**src/rtl/linked_list_manager_assert.svh**
```systemverilog
// Assertion macros shared by the linked list manager RTL.
`ifndef LINKED_LIST_MANAGER_ASSERT_SVH
`define LINKED_LIST_MANAGER_ASSERT_SVH
// Concurrent assertion on the block clock, quiet during reset.
`define LLM_ASSERT(label, prop, msg) \
   label: assert property (@(posedge clock) disable iff (reset) (prop)) else $error(msg);
// Same, but also checked while reset is high.
`define LLM_ASSERT_ALWAYS(label, prop, msg) \
   label: assert property (@(posedge clock) (prop)) else $error(msg);
`endif

```
**src/rtl/llm_pkg.sv**
```systemverilog
// Package with commands, status codes and shared constants of the linked list manager.
package llm_pkg;
   localparam int unsigned CAPACITY_DEFAULT = 32;
   localparam int unsigned CMD_W   = 3;
   localparam int unsigned POS_W   = 6;
   localparam int unsigned VALUE_W = 32;
   localparam int unsigned STAT_W  = 3;

   localparam logic [CMD_W-1:0] CMD_INSERT     = 3'd0;
   localparam logic [CMD_W-1:0] CMD_DELETE_POS = 3'd1;
   localparam logic [CMD_W-1:0] CMD_DELETE_VAL = 3'd2;
   localparam logic [CMD_W-1:0] CMD_SEARCH     = 3'd3;
   localparam logic [CMD_W-1:0] CMD_REVERSE    = 3'd4;
   localparam logic [CMD_W-1:0] CMD_CLEAR      = 3'd5;

   localparam logic [STAT_W-1:0] ST_OK        = 3'd0;
   localparam logic [STAT_W-1:0] ST_BAD_POS   = 3'd1;
   localparam logic [STAT_W-1:0] ST_EMPTY     = 3'd2;
   localparam logic [STAT_W-1:0] ST_NOT_FOUND = 3'd3;
   localparam logic [STAT_W-1:0] ST_FULL      = 3'd4;
endpackage

```
**src/rtl/llm_node_ram.sv**
```systemverilog
// Node store: value and link per node, one write port, one registered read port.
module llm_node_ram #(
   parameter int unsigned CAPACITY = llm_pkg::CAPACITY_DEFAULT,
   parameter int unsigned AW = $clog2(CAPACITY + 1)
) (
   input  logic                               clock,
   input  logic                               wr_en,
   input  logic [AW-1:0]                      wr_addr,
   input  logic                               wr_val_en,
   input  logic [llm_pkg::VALUE_W-1:0]        wr_value,
   input  logic                               wr_link_en,
   input  logic [AW-1:0]                      wr_link,
   input  logic [AW-1:0]                      rd_addr,
   output logic [llm_pkg::VALUE_W-1:0]        rd_value_ff,
   output logic [AW-1:0]                      rd_link_ff
);
   localparam int unsigned IW = (CAPACITY > 1) ? $clog2(CAPACITY) : 1;

   logic [llm_pkg::VALUE_W-1:0] value_mem [CAPACITY];
   logic [AW-1:0]               link_mem  [CAPACITY];

   // writes only land below CAPACITY; a read at the null pointer returns data nobody uses
   always_ff @(posedge clock) begin
      if (wr_en && wr_val_en) begin
         value_mem[wr_addr[IW-1:0]] <= wr_value;
      end
      if (wr_en && wr_link_en) begin
         link_mem[wr_addr[IW-1:0]] <= wr_link;
      end
      rd_value_ff <= value_mem[rd_addr[IW-1:0]];
      rd_link_ff  <= link_mem[rd_addr[IW-1:0]];
   end
endmodule

```
**src/rtl/linked_list_manager.sv**
```systemverilog
// Linked list manager top level: command sequencer around the node store.
// Keeps an ordered list of signed 32-bit values in a store of CAPACITY nodes, each with a value
// and a next link held in one synchronous memory (one read and one write per cycle, read data
// registered). Every request gives exactly one response on the rsp_ channel. One request is
// in work at a time and req_stall is high from its acceptance until its response is taken, so a
// new request is accepted at the earliest in the cycle after the response handshake. Each node
// walked passes through S_ISSUE, which presents its address, and S_WAIT, which uses its value
// and link; an insert that pops a node off the free list first reads the free head the same
// way, and a request that must patch two links (insert after the first position, delete of a
// node that is not the head) also passes through S_FIX. Clear, rejected requests and unused
// codes walk no nodes; the longest requests are a delete at the end of a full list and an
// insert at the end of a list one short of full that pops a free node. Memory writes are
// registered in the wr_ registers before they land in the store; the sequencer never reads an
// entry whose write is still pending, so no forwarding is needed. No clearing pass is needed
// after reset: nodes are handed out from a fresh counter and a free list, so an entry is always
// written before it is read.
module linked_list_manager #(
   parameter int unsigned CAPACITY = llm_pkg::CAPACITY_DEFAULT
) (
   input  logic                              clock,
   input  logic                              reset,
   input  logic                              req_valid,
   output logic                              req_stall,
   input  logic [llm_pkg::CMD_W-1:0]         req_cmd,
   input  logic [llm_pkg::POS_W-1:0]         req_position,
   input  logic signed [llm_pkg::VALUE_W-1:0] req_value,
   output logic                              rsp_valid,
   input  logic                              rsp_stall,
   output logic [llm_pkg::STAT_W-1:0]        rsp_status,
   output logic [llm_pkg::POS_W-1:0]         rsp_found_position,
   output logic [llm_pkg::POS_W-1:0]         rsp_node_count
);
`include "linked_list_manager_assert.svh"

   // pointers and counts share one width: enough to hold CAPACITY (null)
   localparam int unsigned AW = $clog2(CAPACITY + 1);
   // compare width for positions against counts
   localparam int unsigned CW = ((AW > llm_pkg::POS_W) ? AW : llm_pkg::POS_W) + 1;
   localparam logic [AW-1:0] NIL = AW'(CAPACITY);

   typedef enum logic [2:0] {
      S_IDLE, S_DISPATCH, S_ISSUE, S_WAIT, S_FIX, S_RESP
   } state_type;

   state_type                       state_ff, state_in;
   logic [llm_pkg::CMD_W-1:0]       cmd_ff, cmd_in;
   logic [llm_pkg::POS_W-1:0]       pos_ff, pos_in;
   logic [llm_pkg::VALUE_W-1:0]     val_ff, val_in;
   logic [AW-1:0]                   head_ff, head_in, free_ff, free_in;
   logic [AW-1:0]                   fresh_ff, fresh_in, count_ff, count_in;
   logic [AW-1:0]                   cur_ff, cur_in, prev_ff, prev_in;
   logic [AW-1:0]                   newn_ff, newn_in; // node being linked in or freed
   logic [AW-1:0]                   k_ff, k_in;       // 1-based position of cur
   logic                            pop_ff, pop_in;   // read is of the free-list head
   logic [llm_pkg::STAT_W-1:0]      status_ff, status_in;
   logic [llm_pkg::POS_W-1:0]       found_ff, found_in;
   logic                            rsp_valid_ff, rsp_valid_in;
   logic                            wr_en_ff, wr_en_in, wr_val_en_ff, wr_val_en_in;
   logic [AW-1:0]                   wr_addr_ff, wr_addr_in, wr_link_ff, wr_link_in;

   logic [llm_pkg::VALUE_W-1:0]     rd_value;
   logic [AW-1:0]                   rd_link;

   llm_node_ram #(.CAPACITY(CAPACITY), .AW(AW)) u_ram (
      .clock      (clock),
      .wr_en      (wr_en_ff),
      .wr_addr    (wr_addr_ff),
      .wr_val_en  (wr_val_en_ff),
      .wr_value   (val_ff),
      .wr_link_en (1'b1),
      .wr_link    (wr_link_ff),
      .rd_addr    (cur_ff),
      .rd_value_ff(rd_value),
      .rd_link_ff (rd_link)
   );

   wire req_take = req_valid && !req_stall;
   assign req_stall = (state_ff != S_IDLE);
   assign rsp_valid = rsp_valid_ff;
   assign rsp_status = status_ff;
   assign rsp_found_position = found_ff;
   assign rsp_node_count = llm_pkg::POS_W'(count_ff);

   wire [CW-1:0] pos_x  = CW'(pos_ff);
   wire [CW-1:0] cnt_x  = CW'(count_ff);
   wire [CW-1:0] k_x    = CW'(k_ff);
   wire          match  = (rd_value == val_ff);
   wire          at_end = (k_x == cnt_x); // node read is the last one of the list

   always_comb begin
      state_in = state_ff; cmd_in = cmd_ff; pos_in = pos_ff; val_in = val_ff;
      head_in = head_ff; free_in = free_ff; fresh_in = fresh_ff; count_in = count_ff;
      cur_in = cur_ff; prev_in = prev_ff; newn_in = newn_ff; k_in = k_ff; pop_in = pop_ff;
      status_in = status_ff; found_in = found_ff;
      wr_en_in = 1'b0; wr_val_en_in = 1'b0; wr_addr_in = wr_addr_ff; wr_link_in = wr_link_ff;
      case (state_ff)
         S_IDLE: begin
            if (req_take) begin
               cmd_in = req_cmd;
               pos_in = req_position;
               val_in = req_value;
               state_in = S_DISPATCH;
            end
         end
         S_DISPATCH: begin
            status_in = llm_pkg::ST_OK;
            found_in = '0;
            state_in = S_RESP;
            cur_in = head_ff; prev_in = NIL; k_in = AW'(1); pop_in = 1'b0;
            case (cmd_ff)
               llm_pkg::CMD_INSERT: begin
                  if (pos_x == '0 || pos_x > cnt_x + 1'b1) begin
                     status_in = llm_pkg::ST_BAD_POS;
                  end else if (count_ff >= NIL) begin
                     status_in = llm_pkg::ST_FULL;
                  end else if (free_ff != NIL) begin
                     // read the free head's link first to pop it
                     newn_in = free_ff; cur_in = free_ff; pop_in = 1'b1;
                     state_in = S_ISSUE;
                  end else if (fresh_ff >= NIL) begin
                     status_in = llm_pkg::ST_FULL;
                  end else begin
                     newn_in = fresh_ff;
                     fresh_in = fresh_ff + 1'b1;
                     if (pos_x == CW'(1)) begin
                        wr_en_in = 1'b1; wr_val_en_in = 1'b1;
                        wr_addr_in = fresh_ff; wr_link_in = head_ff;
                        head_in = fresh_ff;
                        count_in = count_ff + 1'b1;
                     end else begin
                        state_in = S_ISSUE;
                     end
                  end
               end
               llm_pkg::CMD_DELETE_POS: begin
                  if (count_ff == '0) begin
                     status_in = llm_pkg::ST_EMPTY;
                  end else if (pos_x == '0 || pos_x > cnt_x) begin
                     status_in = llm_pkg::ST_BAD_POS;
                  end else begin
                     state_in = S_ISSUE;
                  end
               end
               llm_pkg::CMD_DELETE_VAL, llm_pkg::CMD_SEARCH,
               llm_pkg::CMD_REVERSE: begin
                  if (count_ff == '0) begin
                     status_in = llm_pkg::ST_EMPTY;
                  end else begin
                     state_in = S_ISSUE;
                  end
               end
               llm_pkg::CMD_CLEAR: begin
                  head_in = NIL; free_in = NIL; fresh_in = '0; count_in = '0;
               end
               default: begin
               end
            endcase
         end
         S_ISSUE: begin
            // memory samples cur this edge; data is usable next cycle
            state_in = S_WAIT;
         end
         S_WAIT: begin
            state_in = S_ISSUE;
            if (pop_ff) begin
               pop_in = 1'b0;
               free_in = rd_link;
               if (pos_x == CW'(1)) begin
                  wr_en_in = 1'b1; wr_val_en_in = 1'b1;
                  wr_addr_in = newn_ff; wr_link_in = head_ff;
                  head_in = newn_ff;
                  count_in = count_ff + 1'b1;
                  state_in = S_RESP;
               end else begin
                  cur_in = head_ff; k_in = AW'(1);
               end
            end else begin
               case (cmd_ff)
                  llm_pkg::CMD_INSERT: begin
                     if (k_x == pos_x - 1'b1) begin
                        // new node takes the successor; predecessor is patched next
                        wr_en_in = 1'b1; wr_val_en_in = 1'b1;
                        wr_addr_in = newn_ff; wr_link_in = rd_link;
                        prev_in = cur_ff;
                        state_in = S_FIX;
                     end else begin
                        cur_in = rd_link; k_in = k_ff + 1'b1;
                     end
                  end
                  llm_pkg::CMD_DELETE_POS, llm_pkg::CMD_DELETE_VAL: begin
                     if ((cmd_ff == llm_pkg::CMD_DELETE_POS && k_x == pos_x) ||
                         (cmd_ff == llm_pkg::CMD_DELETE_VAL && match)) begin
                        // cur is the victim: unlink it, then push it on the free list
                        newn_in = cur_ff;
                        if (prev_ff == NIL) begin
                           head_in = rd_link;
                           wr_en_in = 1'b1; wr_addr_in = cur_ff; wr_link_in = free_ff;
                           free_in = cur_ff;
                           count_in = count_ff - 1'b1;
                           state_in = S_RESP;
                        end else begin
                           wr_en_in = 1'b1; wr_addr_in = prev_ff; wr_link_in = rd_link;
                           state_in = S_FIX;
                        end
                     end else if (at_end) begin
                        status_in = llm_pkg::ST_NOT_FOUND;
                        state_in = S_RESP;
                     end else begin
                        prev_in = cur_ff; cur_in = rd_link; k_in = k_ff + 1'b1;
                     end
                  end
                  llm_pkg::CMD_SEARCH: begin
                     if (match) begin
                        found_in = llm_pkg::POS_W'(k_ff);
                        state_in = S_RESP;
                     end else if (at_end) begin
                        status_in = llm_pkg::ST_NOT_FOUND;
                        state_in = S_RESP;
                     end else begin
                        cur_in = rd_link; k_in = k_ff + 1'b1;
                     end
                  end
                  llm_pkg::CMD_REVERSE: begin
                     // point the node back at its predecessor
                     wr_en_in = 1'b1; wr_addr_in = cur_ff; wr_link_in = prev_ff;
                     prev_in = cur_ff; cur_in = rd_link;
                     if (at_end) begin
                        head_in = cur_ff;
                        state_in = S_RESP;
                     end else begin
                        k_in = k_ff + 1'b1;
                     end
                  end
                  default: begin
                     state_in = S_RESP;
                  end
               endcase
            end
         end
         S_FIX: begin
            state_in = S_RESP;
            if (cmd_ff == llm_pkg::CMD_INSERT) begin
               wr_en_in = 1'b1; wr_addr_in = prev_ff; wr_link_in = newn_ff;
               count_in = count_ff + 1'b1;
            end else begin
               wr_en_in = 1'b1; wr_addr_in = newn_ff; wr_link_in = free_ff;
               free_in = newn_ff;
               count_in = count_ff - 1'b1;
            end
         end
         S_RESP: begin
            if (!rsp_stall) begin
               state_in = S_IDLE;
            end
         end
         default: begin
            state_in = S_IDLE;
         end
      endcase
      // response is valid exactly while the sequencer waits in S_RESP
      rsp_valid_in = (state_in == S_RESP);
   end

   always_ff @(posedge clock) begin
      if (reset) begin
         state_ff <= S_IDLE;
         cmd_ff <= '0; pos_ff <= '0; val_ff <= '0;
         head_ff <= NIL; free_ff <= NIL; fresh_ff <= '0; count_ff <= '0;
         cur_ff <= NIL; prev_ff <= NIL; newn_ff <= NIL; k_ff <= '0; pop_ff <= 1'b0;
         status_ff <= llm_pkg::ST_OK; found_ff <= '0; rsp_valid_ff <= 1'b0;
         wr_en_ff <= 1'b0; wr_val_en_ff <= 1'b0; wr_addr_ff <= '0; wr_link_ff <= '0;
      end else begin
         state_ff <= state_in;
         cmd_ff <= cmd_in; pos_ff <= pos_in; val_ff <= val_in;
         head_ff <= head_in; free_ff <= free_in; fresh_ff <= fresh_in; count_ff <= count_in;
         cur_ff <= cur_in; prev_ff <= prev_in; newn_ff <= newn_in; k_ff <= k_in;
         pop_ff <= pop_in;
         status_ff <= status_in; found_ff <= found_in; rsp_valid_ff <= rsp_valid_in;
         wr_en_ff <= wr_en_in; wr_val_en_ff <= wr_val_en_in;
         wr_addr_ff <= wr_addr_in; wr_link_ff <= wr_link_in;
      end
   end

   `LLM_ASSERT(a_rsp_only_resp, rsp_valid_ff |-> state_ff == S_RESP, "response valid outside response state")
   `LLM_ASSERT(a_count_bound, count_ff <= NIL, "node count above capacity")
   `LLM_ASSERT(a_fresh_bound, fresh_ff <= NIL, "fresh node counter above capacity")
   `LLM_ASSERT(a_rsp_hold, rsp_valid && rsp_stall |=> rsp_valid && $stable(rsp_status) && $stable(rsp_found_position) && $stable(rsp_node_count), "stalled response changed")
endmodule

```
**config.mk**
```make
export PLATFORM = sky130hd
export DESIGN_NAME = linked_list_manager
export DESIGN_NICKNAME = d
export VERILOG_FILES = /design/src/rtl/llm_pkg.sv /design/src/rtl/llm_node_ram.sv /design/src/rtl/linked_list_manager.sv
export VERILOG_INCLUDE_DIRS = /design/src /design/src/rtl
export SDC_FILE = /design/constraint.sdc
export NUM_CORES = 1
export LEC_CHECK = 0
export ABC_AREA = 0
export BUFFER_PORTS_ARGS = -buffer_cell sky130_fd_sc_hd__buf_2
export CORE_ASPECT_RATIO = 1.4
export CORE_MARGIN = 5
export CORE_UTILIZATION = 25
export DETAILED_ROUTE_END_ITERATION = 10
export GPL_TIMING_DRIVEN = 0
export PLACE_DENSITY = 0.44
export SLEW_MARGIN = 5
export SYNTH_ARGS = -nofsm -noshare
export SYNTH_HDL_FRONTEND = slang
export SYNTH_SLANG_ARGS = --single-unit
```
**constraint.sdc**
```tcl
create_clock -name clock -period 5.7 [get_ports clock]
set_clock_uncertainty 0.2 [all_clocks]
set_input_delay 1.14 -clock clock [delete_from_list [all_inputs] [get_ports clock]]
set_output_delay 1.14 -clock clock [all_outputs]
set_load 0.02 [all_outputs]
```
# Word level (Yosys, flattened, before mapping)
# Memories as Yosys holds them, arrays and structs flattened. A register that Yosys moved wholly into a read port is not among the register bits.
# Cells that the tools add are included.
dict set report classes {
  n_lt_le_gt_ge 4
  muxes 153
  n_reduce_logical 30
  eq_ne 63
  addsub 6
}
# cell n
set ops {}
lappend ops {{$mux W6} 72}
lappend ops {{$pmux W6 S2} 10}
lappend ops {{$pmux W6 S3} 5}
lappend ops {{$mux W3} 23}
lappend ops {{$pmux W6 S4} 2}
lappend ops {{$ne A3 B3 Y1 const B} 14}
lappend ops {{$eq A32 B32 Y1} 1}
lappend ops {{$mux W5} 6}
lappend ops {{$pmux W5 S3} 2}
lappend ops {{$ne A2 B2 Y1 const B} 14}
lappend ops {{$ne A4 B4 Y1 const B} 7}
lappend ops {{$reduce_and A6 Y1} 4}
lappend ops {{$mux W1} 21}
lappend ops {{$add A6 B1 Y6 const B} 3}
lappend ops {{$pmux W3 S3} 2}
lappend ops {{$pmux W3 S6} 1}
lappend ops {{$reduce_and A9 Y1} 2}
lappend ops {{$eq A3 B3 Y1 const B} 5}
lappend ops {{$eq A3 B2 Y1 const B} 4}
lappend ops {{$eq A6 B6 Y1} 2}
lappend ops {{$ge A6 B6 Y1 const B} 2}
lappend ops {{$pmux W3 S2} 2}
lappend ops {{$pmux W3 S4} 1}
lappend ops {{$reduce_and A12 Y1} 1}
lappend ops {{other kinds (34)} 50}
dict set report totals {
  wordCells 278
  in_bits 45
  out_inout_bits 17
  memories 2
  ram_bits 1216
  register_bits 116
}
# memory depth word_bits rd rd_ports_with_merged_regs wr line_no
set mem_list {}
lappend mem_list {u_ram.value_mem 32 32 1 1 1 llm_node_ram.sv:19} ;# logic [llm_pkg::VALUE_W-1:0] value_mem [CAPACITY];
lappend mem_list {u_ram.link_mem 32 6 1 1 1 llm_node_ram.sv:20} ;# logic [AW-1:0] link_mem [CAPACITY];

# Longest topological paths before layout
dict set report depth {
  depth_word 9
  ltp_mapped 14
  depth_no_buf 12
}

# By module
# Synthesis repeated with hierarchy kept, for this count alone.
dict set report hier_totals {
  hier_cells 3672
  area_unflattened_um2 55737.2
}
# mod instances seq_area_each_um2 area_per_inst_um2 cells_per_inst
set modules_own_cells {}
lappend modules_own_cells {llm_node_ram 1 37275.8 48301.3 2720}
lappend modules_own_cells {linked_list_manager 1 2342.2 7435.9 952}

# Least setup slack after synthesis
# No wires, ideal clock.
dict set report synth_path {
  path_type {flip-flop to flip-flop}
  from {register count_ff[2], in the netlist rsp_node_count[2]}
  to {register cur_ff[5]}
  path_stages_with_launch 14
  t_required_ns 5.367
  path_buffers 1
  setup_time_ns 0.133
  arrival_time_ns 3.041
  synth_period_minus_slack_ns 3.374
  setup_slack_ns 2.326
  path_cell_list {dfxtp_1 clkbuf_1 nand3_1 nor3_1 xnor2_1 ha_1 nand3_1 a21o_1 a21o_1 o21ai_1 nor3_1 a311o_1 a211oi_1 a31oi_1}
}
dict set report synth_via {
  elab_chain_len 6
  elab_cells_between_ends 14
  cone_classes {1 x add/sub; 2 x order compare; 1 x eq/ne; 9 x mux; 1 x reduce/logical}
}
# element line_no
set synth_lines {}
lappend synth_lines {{from (decl)} linked_list_manager.sv:50} ;# logic [AW-1:0] fresh_ff, fresh_in, count_ff, count_in;
lappend synth_lines {{from (signal assigned)} linked_list_manager.sv:275} ;# head_ff <= head_in; free_ff <= free_in; fresh_ff <= fresh_in; count_ff <= count_in;
lappend synth_lines {{$add A6 B1 Y7 or $eq A6 B6 Y1 (tied branches)} {linked_list_manager.sv:112, linked_list_manager.sv:88}}
lappend synth_lines {{$gt A6 B7 Y1 or $mux W6 (tied branches)} n/a}
lappend synth_lines {{$logic_or A1 B1 Y1 (tied with other cells)} linked_list_manager.sv:112} ;# if (pos_x == '0 || pos_x > cnt_x + 1'b1) begin
lappend synth_lines {{$mux W6 or $pmux W6 S4 (tied branches)} n/a}
lappend synth_lines {{$mux W6, on equally long branches} n/a}
lappend synth_lines {{$pmux W6 S2 *} linked_list_manager.sv:96} ;# case (state_ff)
lappend synth_lines {{to (signal assigned)} linked_list_manager.sv:276} ;# cur_ff <= cur_in; prev_ff <= prev_in; newn_ff <= newn_in; k_ff <= k_in;
lappend synth_lines {{to (decl)} linked_list_manager.sv:51} ;# logic [AW-1:0] cur_ff, cur_in, prev_ff, prev_in;
# Mark *: on every way between the ends. The rest lies on a longest branch, timed or not. The select of a mux whose other input is x is not followed.
# A chain may end at the register's enable or synchronous reset.

# Final worst setup path
dict set report layout_path {
  from {register val_ff[28] (netlist bit)}
  to {register cur_ff[1]}
}
dict set report layout_via {
  elab_chain_len 5
  elab_cells_between_ends 6
  cone_classes {3 x eq/ne; 3 x reduce/logical}
}
# element line_no
set layout_lines {}
lappend layout_lines {{from (decl)} linked_list_manager.sv:48} ;# logic [llm_pkg::VALUE_W-1:0] val_ff, val_in;
lappend layout_lines {{from (signal assigned)} linked_list_manager.sv:274} ;# cmd_ff <= cmd_in; pos_ff <= pos_in; val_ff <= val_in;
lappend layout_lines {{$eq A32 B32 Y1 *} linked_list_manager.sv:87} ;# wire match = (rd_value == val_ff);
lappend layout_lines {{$logic_and A1 B1 Y1} linked_list_manager.sv:192} ;# (cmd_ff == llm_pkg::CMD_DELETE_VAL && match)) begin
lappend layout_lines {{$logic_or A1 B1 Y1} linked_list_manager.sv:191} ;# if ((cmd_ff == llm_pkg::CMD_DELETE_POS && k_x == pos_x) ||
lappend layout_lines {{$ne A4 B4 Y1 (no source line)} n/a}
lappend layout_lines {{$reduce_and A6 Y1 (no source line) *} n/a}
# Mark *: on every way between the ends. The rest lies on a longest branch, timed or not.

==> impl_metrics.py <==
metrics = {
    "final_layout": {
        "drive_above_1_share_pct": 25.9,
        "finalNetCount": 3161,
        "area_delta_synth_final_pct": 18.6,
        "final_util_pct": 29.8,
        "finish.instance_area_sq_um": 64400,
        "fin_cells": 6080,
    },
    "sta": {
        "max_slew_margin_pct": 9.61,
        "hold_viol_final": 0,
        "drv_slew": 0,
        "setup_viol_count_final": 0,
        "layout_min_cycle_time_ns": 5.39,
        "final.setup.tns_ns": 0,
        "fin_crit_sh_pct": 94.6,
        "setup_ws_ns": 0.307,
        "rsz0062_at_grt": "false",
        "max_freq_ghz": 0.185,
        "tightestPinTransition_ns": 1.36,
        "timing.hold.ws_ns": 0.253,
    },
    "grt": {
        "grt_pass1_vias": 29798,
        "gr-usage-all-layers_pct": 14.4,
        "overflow": 0,
        "grt_pass1_wl_mm": 233,
        "grt_max_degree": 35,
        "antenna_found_initial": 6,
    },
    "cts": {
        "insertion_delay_ns": 0.80,
        "cts_setup_buffers": 0,
        "hold_buffers": 0,
        "cts_buffers": 149,
        "cts_tree": "done",
        "clk_pin_slew_ns": 0.06,
        "cts.path.max_buffers": 3,
        "cts.sinks": 1370,
        "h-tree-depth": 4,
        "cts_resized": 0,
        "root_buffer": "clkbuf_16",
    },
    "logic_synthesis": {
        "synth_commonest_cells": "edfxtp_1 (1216), mux4_2 (380), nand2_1 (175)",
        "syn_nets": 2894,
        "syn-cell-area_sq_um": 54300,
        "async_flop_share_pct": 0,
        "synth_cells": 2829,
        "synth_top_area_share_pct": 67.2,
        "synth_most_common_cell": "edfxtp_1",
        "yosysUniqueCellTypes": 79,
        "synthFlopType": "edfxtp_1",
        "synth_edf_count": 1216,
        "ys_ff_latch": 1370,
        "yosysTopAreaCell": "edfxtp_1",
        "avgSynthCellArea_sq_um": 19.2,
        "yosysSeqAreaShare_pct": 72.9,
        "synthTopCellsByArea": "edfxtp_1 (67%), mux4_2 (16%), dfxtp_1 (5.7%)",
        "synth-warning-count": 0,
    },
    "pwr": {
        "power_density_nw_per_um2": 452,
        "finalPower_mw": 29.2,
        "leakagePower_nw": 19.8,
        "ir_drop_uv": 353,
    },
    "setup_path": {
        "crit_fanout": 34,
        "worst_ep_arrival_time_ns": 5.84,
        "end_kind": "flip-flop",
        "cp-start-kind": "flip-flop",
        "cpMaxStageDelayCell": "dfxtp_1",
        "cp.depth": 9,
        "worst-endpoint-required_ns": 6.15,
        "critical_path.max_stage_delay_ns": 1.13,
        "critPathKind": "reg -> reg",
        "reg2reg_depth": 9,
        "crit_chain": "xor2_1 > nor4_1 > nand4_1 > nor2_1 > a211oi_1 > o221ai_1 > buf_2 > a21oi_1 > a221oi_1",
        "crit_family": "simple AND/OR/NAND/NOR gates",
        "crit_buf_inv": 1,
    },
    "die": {
        "die_area_sq_um": 227000,
        "die_w_um": 404,
        "start_util_pct": 25.1,
        "coreArea_sq_um": 216000,
        "fp-row-count": 202,
        "dieHeight_um": 562,
        "pin_count": 62,
    },
    "placed_design": {
        "place_ws_ns": 0.350,
        "dp.cells": 5801,
        "portBuffers": 60,
        "post_dp_cell_area_sq_um": 59700,
        "post-dp-hpwl_mm": 111,
        "place_congestion": 0.888,
    },
    "routing": {
        "via_count": 28618,
        "drt-total-wl_mm": 166,
        "firstDrtPassIters": 5,
        "ant_nets": 0,
        "wl_per_cell_um": 27.3,
        "drt_iter0_drc": 2628,
        "viasPerCell": 4.71,
        "remaining_drc_errors": 0,
    },
    "flow_run": {
        "maxCapViolCount": 0,
    },
    "hold_path": {
        "hp-class": "reg -> reg",
        "holdPathStages": 2,
    },
    "status": {
        "run_status": "completed",
    },
}
==> worst register-to-register path: cells and delay by family (launching register included) <==
family | cells | cell delay (ns)
XOR/XNOR | 1 | 0.40
AND/OR/NAND/NOR | 3 | 2.15
AO/OA/AOI/OAI | 4 | 1.05
buffers and inverters | 1 | 0.32
flip-flops | 1 | 1.13
==> layout by cell type (no fill, tap or decap), types with 10 or more instances in the layout <==
cell type	instances
inv_1	23
mux4_2	380
o21ai_1	11
clkbuf_16	151
a221oi_1	10
clkbuf_1	168
nor2_4	33
dfxtp_1	143
edfxtp_1	1216
nand3b_1	11
mux2_2	40
nor4_1	13
buf_16	17
buf_1	14
nand3_1	18
clkinv_2	27
buf_12	38
a211oi_1	23
ha_1	20
mux2i_1	28
nor3_1	33
a21oi_1	113
clkbuf_2	10
nor2_1	105
dfxtp_2	11
buf_2	79
o21ai_0	38
clkinv_1	26
xor2_1	47
a32o_1	14
nand2_1	175
==> cells by family (layout without fill, tap and decap cells) <==
| logic type | Yosys count | after routing | share of synthesized area, % |
|---|---|---|---|
| DFF | 1370 | 1370 | 72.9 |
| and+or+nand+nor | 461 | 461 | 3.95 |
| adders and majority gates | 20 | 20 | 0.460 |
| muxes | 448 | 448 | 17.1 |
| xor gates and xnor gates | 54 | 54 | 0.884 |
| AOI/OAI and AO/OA | 286 | 286 | 3.40 |
| other | 0 | 2 | 0 |
| buffers and inverters | 190 | 583 | 1.36 |
==> flip-flops by register name, summed over array words and instances (netlist names), 5 cells and up <==
| signal | count |
|---|---|
| head_ff | 6 |
| rsp_found_position | 6 |
| wr_link_ff | 6 |
| u_ram.rd_value_ff | 32 |
| rsp_node_count | 6 |
| fresh_ff | 6 |
| u_ram.value_mem | 1024 |
| newn_ff | 6 |
| k_ff | 6 |
| cur_ff | 6 |
| prev_ff | 6 |
| wr_addr_ff | 5 |
| u_ram.link_mem | 192 |
| pos_ff | 6 |
| free_ff | 6 |
| val_ff | 32 |
| u_ram.rd_link_ff | 6 |
==> layout make-up <==
cell class,count,area [sq um]
Multi-Input combinational cell,1269,14300
Inverter,24,90.1
Antenna cell,2,5.00
Clock buffer,197,3950
Sequential cell,1370,39600
Tap cell,2856,3570
Fill cell,21341,152000
Clock inverter,80,743
Timing Repair Buffer,116,1540
Buffer,166,667
==> metal layers <==
layer | wire length [um] | part of all wire, % | global-route usage, % | vias to the layer above
li1 | - | - | - | 12106
met1 | 69500 | 42 | 18.7 | 15323
met2 | 83700 | 50 | 24.9 | 920
met3 | 7380 | 4.4 | 1.94 | 269
met4 | 5470 | 3.3 | 4.99 | 0
met5 | 0 | 0 | 0 | -
==> power breakdown <==
| group | switching (mW) | internal, mW |
|---|---|---|
| Sequential | 0.945 | 11.8 |
| Combinational | 4.02 | 3.02 |
| Clock | 4.05 | 5.29 |
==> final timing paths <==
kind | slack, ns | endpoint | startpoint
hold / removal | 0.25 | rsp_status[2] | rsp_status[2]
setup / recovery | 0.31 | cur_ff[1] | val_ff[28]
setup reg to reg | 0.31 | cur_ff[1] | val_ff[28]
hold reg to reg | 0.25 | rsp_status[2] | rsp_status[2]
Note: power is estimated with default switching activity, not from simulation.
